==> src/sawtc_pkg.sv <==
// ----------------------------------------------------------------------------
// sawtc_pkg: shared types and constants
// Cache geometry, operation and result codes, result record, LFSR constants.
// ----------------------------------------------------------------------------
package sawtc_pkg;

  // cache geometry
  localparam int NUM_SETS   = 128;
  localparam int NUM_WAYS   = 8;
  localparam int LINE_BYTES = 64;
  localparam int ADDR_BITS  = 27;

  typedef enum logic [1:0] {
    OP_READ  = 2'd0,
    OP_WRITE = 2'd1,
    OP_FILL  = 2'd2,
    OP_NONE  = 2'd3
  } op_t;

  typedef enum logic [1:0] {
    KIND_READ_DONE  = 2'd0,
    KIND_WRITE_DONE = 2'd1,
    KIND_FILL_REQ   = 2'd2,
    KIND_FILL_ACK   = 2'd3
  } kind_t;

  localparam int LINE_OUT_BITS = 21;
  localparam logic [15:0] LFSR_TAPS = 16'hB400;
  localparam logic [15:0] SEED_RESET = 16'd44257;

  typedef struct packed {
    kind_t                     kind;
    logic                      hit;
    logic [31:0]               read_data;
    logic [LINE_OUT_BITS-1:0]  line_address;
    logic                      last;
  } result_t;

  function automatic logic [15:0] lfsr_step(input logic [15:0] v);
    logic [15:0] s;
    s = {1'b0, v[15:1]};
    if (v[0]) begin
      s = s ^ LFSR_TAPS;
    end
    return s;
  endfunction

endpackage

==> src/sawtc_out_fifo.sv <==
// ----------------------------------------------------------------------------
// sawtc_out_fifo: result queue
// Small queue of result records in front of the output stream.
// ----------------------------------------------------------------------------
module sawtc_out_fifo
  import sawtc_pkg::*;
(
  input  logic    clk,
  input  logic    rst,
  input  logic    push,
  input  result_t push_data,
  output logic    space3,
  output logic    empty,
  input  logic    pop,
  output result_t head
);
  result_t     q [4];
  logic [1:0]  wp;
  logic [1:0]  rp;
  logic [2:0]  cnt;

  assign empty  = (cnt == 3'd0);
  assign space3 = (cnt <= 3'd1);
  assign head   = q[rp];

  always_ff @(posedge clk) begin
    if (push) begin
      q[wp] <= push_data;
    end
  end

  always_ff @(posedge clk) begin
    if (rst) begin
      wp  <= '0;
      rp  <= '0;
      cnt <= '0;
    end else begin
      if (push) wp <= wp + 2'd1;
      if (pop)  rp <= rp + 2'd1;
      cnt <= cnt + {2'b0, push} - {2'b0, pop};
    end
  end

  a_no_overflow: assert property (@(posedge clk) disable iff (rst)
    (push && !pop) |-> (cnt != 3'd4)) else $error("result queue overflow");
  a_no_underflow: assert property (@(posedge clk) disable iff (rst)
    pop |-> !empty) else $error("result queue underflow");
  a_cnt_range: assert property (@(posedge clk) disable iff (rst)
    cnt <= 3'd4) else $error("result count out of range");
endmodule

==> config.mk <==
export PLATFORM = sky130hd
export DESIGN_NAME = sawtc_out_fifo
export DESIGN_NICKNAME = d
export VERILOG_FILES = /design/src/sawtc_pkg.sv /design/src/sawtc_out_fifo.sv
export SDC_FILE = /design/constraint.sdc
export NUM_CORES = 1
export LEC_CHECK = 0
export BUFFER_PORTS_ARGS = -buffer_cell sky130_fd_sc_hd__buf_2
export CORE_ASPECT_RATIO = 2
export CORE_MARGIN = 5
export CORE_UTILIZATION = 40
export CTS_BUF_LIST = sky130_fd_sc_hd__clkbuf_8
export DETAILED_ROUTE_END_ITERATION = 7
export HOLD_SLACK_MARGIN = 0.06
export SETUP_SLACK_MARGIN = 0.5
export SYNTH_ARGS = -nofsm -noshare
export SYNTH_HDL_FRONTEND = slang
export SYNTH_SLANG_ARGS = --single-unit
==> constraint.sdc <==
create_clock -name clk -period 6.8 [get_ports clk]
set_input_delay 0.34 -clock clk [delete_from_list [all_inputs] [get_ports clk]]
set_output_delay 0.34 -clock clk [all_outputs]
set_load 0.03 [all_outputs]
==> results by stage, run 1 <==
Outcome:
- The flow ran to the end, and the final reports show no timing, DRC or antenna violations.

Detailed routing:
- The violation count after the first detailed-route iteration is 167.
- The detail route stage leaves a number of antenna-violating nets equal to 0.
- In the routed layout, each cell is associated on average with a via count of 4.89.
- Dividing the detail-routed wire length by the instance count gives 19.5 microns.
- Summing over every cut layer, the via total after detailed routing is 4117.
- The DRC violations left is 0.
- Summed over all layers, the routed wires come to 16400 microns.
- The number of iterations in the first detailed-routing pass is 4.

Critical path:
- At the worst endpoint, the arrival time is 2.67 ns.
- The worst setup path is of the reg -> out kind.
- The delay of the slowest critical-path stage is 0.72 ns.
- The endpoint required time on the critical path is 6.46 ns.
- The critical path endpoint category is an output pin.
- STA classifies the critical path startpoint as a register.
- Walking the worst path, the cells encountered are buf_4 > mux4_2 > buf_2.
- On the critical path, the stage with the largest delay is an instance of dfxtp_4.
- The maximum fanout count along the critical path is 31.

Timing:
- The post-route clock period utilization is 44.2%.
- For this run, the top clock speed supported by timing is 0.333 GHz.
- In this run the tightest slew margin relative to its limit is 37.9%.
- The number of pins with negative max-slew slack in the final report is 0.
- Between clock sinks in the finished design, the worst skew comes to 0.0149 ns.
- Setup repair after global routing left no endpoint under its margin.
- Setup violations remaining at the end of the flow were counted as 0.
- The sum of negative setup slack is 0 ns.
- The slew at the pin closest to its max-slew limit is 0.932 ns.
- For the finished layout, the period the worst path requires is 3.01 ns.
- The final number of hold-violating endpoints is 0.

Die:
- The die is 218 microns tall.
- After floorplanning, the core was divided into 76 placement rows.
- The total area inside the core boundary comes to 21500 sq um.
- 120 I/O pins were placed.
- The die span in x is 114 microns.
- The floorplan step defined a die boundary enclosing 24900 sq um.
- The initial standard-cell utilization of the core is 40.4%.

Clock network:
- The clock sink total is 237.
- The H-tree generated during clock tree synthesis spans 2 levels.
- The total CTS buffers is 34.
- TritonCTS built the clock tree.
- The clock passes through at most 3 buffers.
- The clock root buffer master is clkbuf_8.
- The clock slew seen by the registers of the worst setup and hold paths is 0.06 ns.
- The clock network latency to the later pin of the worst-skew pair is 0.51 ns.
- The quantity of hold-fixing buffers added after cts is 57.
- Buffers added to address setup during post-CTS repair amount to 0.
- The number of gates resized after CTS was 0.

GRT:
- The first-pass GRT wire length is 26300 microns.
- After global routing the overflow that remains totals 0.
- In the global route stage, overall resource usage came out at 13.8%.
- The number of global-route vias before repair came to 4823.
- The largest net degree at the start of global routing is 58.
- The number of antenna violations at the first check in global routing is 0.

Pwr:
- The maximum ir drop on the vdd rail is 0.165 mV.
- The part of the power in combinational logic is 13.5%.
- The leakage power is 3.67 nW.
- The internal power component is 2.36 mW.
- The switching component of the power is 0.798 mW.
- The power per cell area is 294 nW/um^2.
- The fraction of power spent switching nets is 25.3%.
- The share of total power dissipated in sequential elements is 54.1%.
- The share of power burned in the clock network is 32.3%.

Synthesis:
- Of the total synthesized cell area, the portion taken by XOR and XNOR cells is 0.303%.
- The simple-gate portion of the synthesized area is 0.807%.
- The number of nets in the synthesized netlist is 414.
- The count of yosys warnings during synthesis is 0.
- Dividing the synthesized area by the synthesized cell count gives 25.2 sq um.
- In this run, distinct cell masters in the synthesized netlist total 21.
- The synthesized design contains 237 register bits.
- The total standard cell area after synthesis is 8680 sq um.
- The synthesized netlist devotes 0.288% of its cell area to compound gates.
- The dominant combinational cell family by area after synthesis is multiplexers.
- The post-synthesis cell count is 344.
- The adder-cell share of the synthesized area is 1.38%.
- The mux contribution to synthesized area is 14.9%.
- The proportion of synthesized chip area in sequential cells is 81.0%.

Layout:
- The total number of nets in the final design is 615.
- The fraction of layout cells with a size suffix above 1 is 40.0%.
- Once layout is complete, the utilization of the core stands at 50.0%.
- Compared with the post-synthesis result, the final layout area differs by 23.7%.
- The library cells used most frequently in the layout, excluding fill and tap cells, are 228 x edfxtp_1, 119 x buf_2, 57 x mux4_2, 57 x dlygate4sd3_1, 34 x clkbuf_8.
- The most common cell after layout, fill and taps aside is edfxtp_1.

Placement:
- The HPWL after detailed placement is 9510 microns.
- During placement, the flow inserted port buffers numbering 119.
- The final weighted congestion of routability-driven global placement is 0.670.

Min path:
- The min-delay analysis places its worst path in the category in -> reg.

Job:
- The number of violations of the max-capacitance limit is 0.
## metrics by stage
| stage | std cells | cell area [sq um] | hold WS [ns] | worst slack [ns] | power (mW) |
|---|---|---|---|---|---|
| 6_report | 842 | 10700 | 0.109 | 3.79 | 3.16 |
| 5_1_grt | 841 | 10700 | 0.0916 | 3.51 | 3.31 |
| 4_1_cts | 841 | 10700 | 0.0667 | 3.63 | 3.21 |
| 3_5_place_dp | 725 | 9560 | 0.524 | 4.18 | 2.15 |
| 3_3_place_gp | 725 | 9560 | 0.508 | 4.19 | 2.14 |
| 2_1_floorplan | 344 | 8680 | 0.439 | 4.49 | 2.02 |
## flip-flops by register name, indices dropped and copies added (netlist names), named ones only
register  count
rp            2
wp            2
cnt           3
q           228
## synthesized netlist by cell type, drive strengths merged
library cell | number | area, sq um
a21bo | 1 | 10.0
a21oi | 1 | 5.00
a32o | 1 | 10.0
and2 | 4 | 25.0
buf | 10 | 80.1
clkbuf | 3 | 11.3
dfxtp | 9 | 180
edfxtp | 228 | 6850
fa | 1 | 20.0
ha | 8 | 100
inv | 7 | 26.3
mux2i | 1 | 10.0
mux4 | 57 | 1280
nand2 | 1 | 3.75
nand3b | 1 | 7.51
nor2 | 6 | 22.5
nor2b | 1 | 6.26
nor3 | 1 | 5.00
xnor2 | 3 | 26.3
## metal layers
metal	routed length (microns)	global-route usage [%]	vias to the layer above
li1	-	-	1858
met1	5860	15.1	2125
met3	884	2.77	26
met4	400	5.47	0
met2	9260	25.6	108
met5	0	0	-
## critical path, delay by kind of cell, from the launching register on
family | cells | cell delay, ns
buf+inv | 2 | 0.80
flops | 1 | 0.72
mux | 1 | 0.59
## cell families after synthesis
kind of cell,Yosys count
compound gates,3
xor+xnor,3
fa+ha+maj,9
buf+inv,20
flops,237
mux,58
simple gates,14
## power by group through the flow
| stage | logic (mW) | registers [mW] | clock network, mW |
|---|---|---|---|
| 5_1_grt | 0.459 | 1.72 | 1.13 |
| 6_report | 0.427 | 1.71 | 1.02 |
| 3_3_place_gp | 0.402 | 1.74 | 0 |
| 4_1_cts | 0.439 | 1.71 | 1.06 |
| 2_1_floorplan | 0.294 | 1.73 | 0 |
| 3_5_place_dp | 0.412 | 1.74 | 0 |
## area by class of cell
class | instances | area (sq um)
Inverter | 7 | 26.3
Clock buffer | 34 | 468
Antenna cell | 1 | 2.50
Multi-Input combinational cell | 87 | 1550
Tap cell | 273 | 342
Timing Repair Buffer | 178 | 1180
Sequential cell | 237 | 7030
Clock inverter | 25 | 140
Fill cell | 1807 | 10800
## final timing paths
| path | start | end | slack [ns] | depth (start not counted) |
|---|---|---|---|---|
| worst max-delay path | register | head[49] | 3.79 | 3 |
| worst min-delay path | rst | register | 0.11 | 2 |
| worst max register to register | wp[0]$_SDFFE_PP0P_ | q[3][25]$_DFFE_PP_ | 5.05 | 2 |
| worst min register to register | rp[1]$_SDFFE_PP0P_ | register | 0.53 | 2 |
No activity file was read; power rests on OpenSTA's default activity.
==> run 2, diff against run 1 <==
clock period = 2.8 ns   (was 6.8 ns; I/O delays follow)
==> results by stage, run 2 (synthesis gave the netlist of run 1 again) <==
Outcome:
- Outcome: completed (unchanged).

Critical path:
- The critical path startpoint category was a register (unchanged).
- The destination of the worst register-to-register timing path was q[2][10]$_DFFE_PP_ (was q[3][25]$_DFFE_PP_).
- The startpoint-to-endpoint class of the critical path is reg -> out (unchanged).
- Cell Chain, Critical Path: buf_12 > mux4_2 > buf_2 (was buf_4 > mux4_2 > buf_2).
- The slowest stage cell on the critical path is mux4_2 (was dfxtp_4).
- The delay of the slowest critical-path stage is 0.57 ns (was 0.72 ns).
- The endpoint of the most critical setup path was head[29] (was head[49]).
- The maximum fanout count along the critical path came to 22 (was 31).
- The endpoint required time on the critical path is 2.66 ns (was 6.46 ns).
- The start of the worst register-to-register path is wp[0]$_SDFFE_PP0P_ (unchanged).
- The depth of the most critical reg-to-reg path is 4 (was 2).
- The critical path endpoint category is an output pin (unchanged).
- The data arrival time of the critical path is 1.93 ns (was 2.67 ns).
- The slack of the worst reg-to-reg path came to 1.06 ns (was 5.05 ns).

Placement:
- The final weighted congestion of routability-driven global placement came to 0.699 (was 0.670).
- The count of input and output buffers is 119 (unchanged).
- The half-perimeter wire length after detailed placement came to 10600 microns (was 9510 microns).

Layout:
- The antenna diode count is 0 (was 1).
- Largest registers in the final layout: q x228, cnt x3 (unchanged).
- The post-route core utilization is 50.9% (was 50.0%).
- The growth of design area from synthesis to finish came to 26.0% (was 23.7%).
- Most frequent cells in the layout: 228 x edfxtp_1, 119 x buf_2, 61 x dlygate4sd3_1 (was 228 x edfxtp_1, 119 x buf_2, 57 x mux4_2, 57 x dlygate4sd3_1, 34 x clkbuf_8).
- The total number of nets in the final design was 628 (was 615).
- The register with the most flip-flops is q (unchanged).
- The most common cell after layout, fill and taps aside was edfxtp_1 (unchanged).
- The fraction of layout cells with a size suffix above 1 is 40.6% (was 40.0%).
- The number of flip-flops in the largest register was 228 (unchanged).

Detailed routing:
- The number of iterations in the first detailed-routing pass came to 4 (unchanged).
- The average detailed-routed wire length per instance was 19.9 microns (was 19.5 microns).
- The via-per-instance ratio was 4.91 (was 4.89).
- The via total after detailed routing is 4207 (was 4117).
- The count of antenna-violating nets left after detailed routing is 0 (unchanged).
- The violation count after the first detailed-route iteration is 203 (was 167).
- The DRC violations left is 0 (unchanged).
- The final wirelength was 17100 microns (was 16400 microns).

Timing:
- RSZ-0062 raised after global routing: no (unchanged).
- The final worst clock skew is 0.00897 ns (was 0.0149 ns).
- The number of pins with negative max-slew slack in the final report came to 0 (unchanged).
- The slew at the pin closest to its max-slew limit is 0.621 ns (was 0.932 ns).
- Dividing the final minimum period by the clock period gives 73.9%.
- The headroom to the max-slew limit is 58.6% (was 37.9%).
- The setup violation total in the final timing report was 0 (unchanged).
- Static timing analysis puts the maximum clock frequency at 0.483 GHz.
- The worst hold slack across all endpoints is 0.393 ns (was 0.109 ns).
- The final critical path time including I/O delays and setup is 2.07 ns.
- The sum of negative setup slack came to 0 ns (unchanged).
- The final number of hold-violating endpoints was 0 (unchanged).

Die:
- The die span in x was 114 microns (unchanged).
- The number of placement rows came to 76 (unchanged).
- The number of top-level pins is 120 (unchanged).
- The area of the die was 24900 sq um (unchanged).
- The initial standard-cell utilization of the core was 40.4% (unchanged).
- The area inside the core boundary is 21500 sq um (unchanged).
- The height of the chip is 218 microns (unchanged).

GRT:
- The remaining global-route overflow is 0 (unchanged).
- The number of antenna violations at the first check in global routing is 0 (unchanged).
- The overall routing resource usage is 14.2% (was 13.8%).
- The first-pass GRT wire length is 26900 microns (was 26300 microns).
- The number of global-route vias before repair is 4883 (was 4823).
- The largest net degree at the start of global routing came to 58 (unchanged).

Clock network:
- The clock sink total is 237 (unchanged).
- The count of H-tree levels built during CTS came to 2 (unchanged).
- The clock slew seen by the registers of the worst setup and hold paths came to 0.06 ns (about the same).
- The total CTS buffers came to 34 (unchanged).
- The clock network latency to the later pin of the worst-skew pair is 0.50 ns (was 0.51 ns).
- The CTS tree is yes (unchanged).
- The clock root buffer master is clkbuf_8 (unchanged).
- The largest buffer count on any clock path is 3 (unchanged).

Pwr:
- The fraction of power spent switching nets is 25.1% (was 25.3%).
- The share of total power in sequential cells is 53.4% (was 54.1%).
- The share of power burned in the clock network is 32.4% (was 32.3%).
- The power per cell area is 707 nW/um^2 (was 294 nW/um^2).
- The maximum ir drop on the vdd rail came to 0.422 mV (was 0.165 mV).
- The final total power is 7.73 mW (was 3.16 mW).
- The leakage power is 3.77 nW (was 3.67 nW).
- The internal power component is 5.79 mW (was 2.36 mW).
- The part of the power in combinational logic is 14.2% (was 13.5%).
- The switching component of the power is 1.94 mW (was 0.798 mW).

Min path:
- The type of the tightest min-delay check is in -> reg (unchanged).
- The number of cells on the worst hold path is 2 (unchanged).

Job:
- The number of violations of the max-capacitance limit was 0 (unchanged).
[run 2: changes by cell type in the layout (fill, tap and decap cells not counted), sizes merged]
| cell | change |
|---|---|
| inv | -2 |
| diode | -1 |
| bufinv | -1 |
| buf | +9 |
| dlygate4sd3 | +4 |
| clkinv | +3 |
| clkinvlp | -2 |
| clkbuf | +5 |
[run 2: through the flow]
stage | setup slack [ns] | area (sq um) | cells
final | 0.732 | 10900 | 857
after global routing | 0.628 | 10900 | 857
after CTS | 0.645 | 10900 | 857
after detailed placement | 0.973 | 9670 | 732
after global placement | 0.988 | 9670 | 732
after floorplan | 0.507 | 8680 | 344
[run 2: worst min-delay path by stage]
stage	from	endpoint	slack [ns]
after global placement	push_data[18]	q[0][18]$_DFFE_PP_	0.35
final	push_data[5]	q[2][5]$_DFFE_PP_	0.39
after CTS	push_data[5]	q[0][5]$_DFFE_PP_	0.36
after floorplan	push_data[0]	q[0][0]$_DFFE_PP_	0.24
after detailed placement	push_data[2]	q[3][2]$_DFFE_PP_	0.36
after global routing	push_data[44]	q[0][44]$_DFFE_PP_	0.38
[run 2: routing by layer]
layer	vias up	GRT usage, %	routed length (microns)
met2	111	26.9	9780
met4	0	5.95	435
li1	1887	-	-
met3	25	2.24	720
met5	-	0	0
met1	2184	15.3	6120
[run 2: repair_timing]
| item | 4_1_cts | 5_1_grt |
|---|---|---|
| setup endpoints to repair | 26 | 0 |
| gates resized for setup | 2 | 0 |
| hold buffers | 61 | 0 |
| hold endpoints to repair | 237 | 0 |
| setup buffers | 2 | 0 |
[run 2: layout make-up]
type	instances	area (sq um)
clock inverter	23	93.8
tap	273	342
timing repair buffer	191	1360
multi-input combinational	87	1550
inverter	7	26.3
sequential	237	7030
fill	1795	10600
clock buffer	39	537
[run 2: critical path: cells and delay by family, from the launching register on]
kind	cells	cell delay (ns)
multiplexers	1	0.57
buffers and inverters	2	0.44
flip-flops	1	0.42
[run 2: power by group through the flow]
stage                     registers, mW  logic (mW)  clock network (mW)
after CTS                          4.13        1.13                2.61
after floorplan                    4.19       0.716                   0
after global placement             4.20        1.02                   0
final                              4.13        1.10                2.50
after detailed placement           4.21        1.04                   0
after global routing               4.14        1.19                2.78
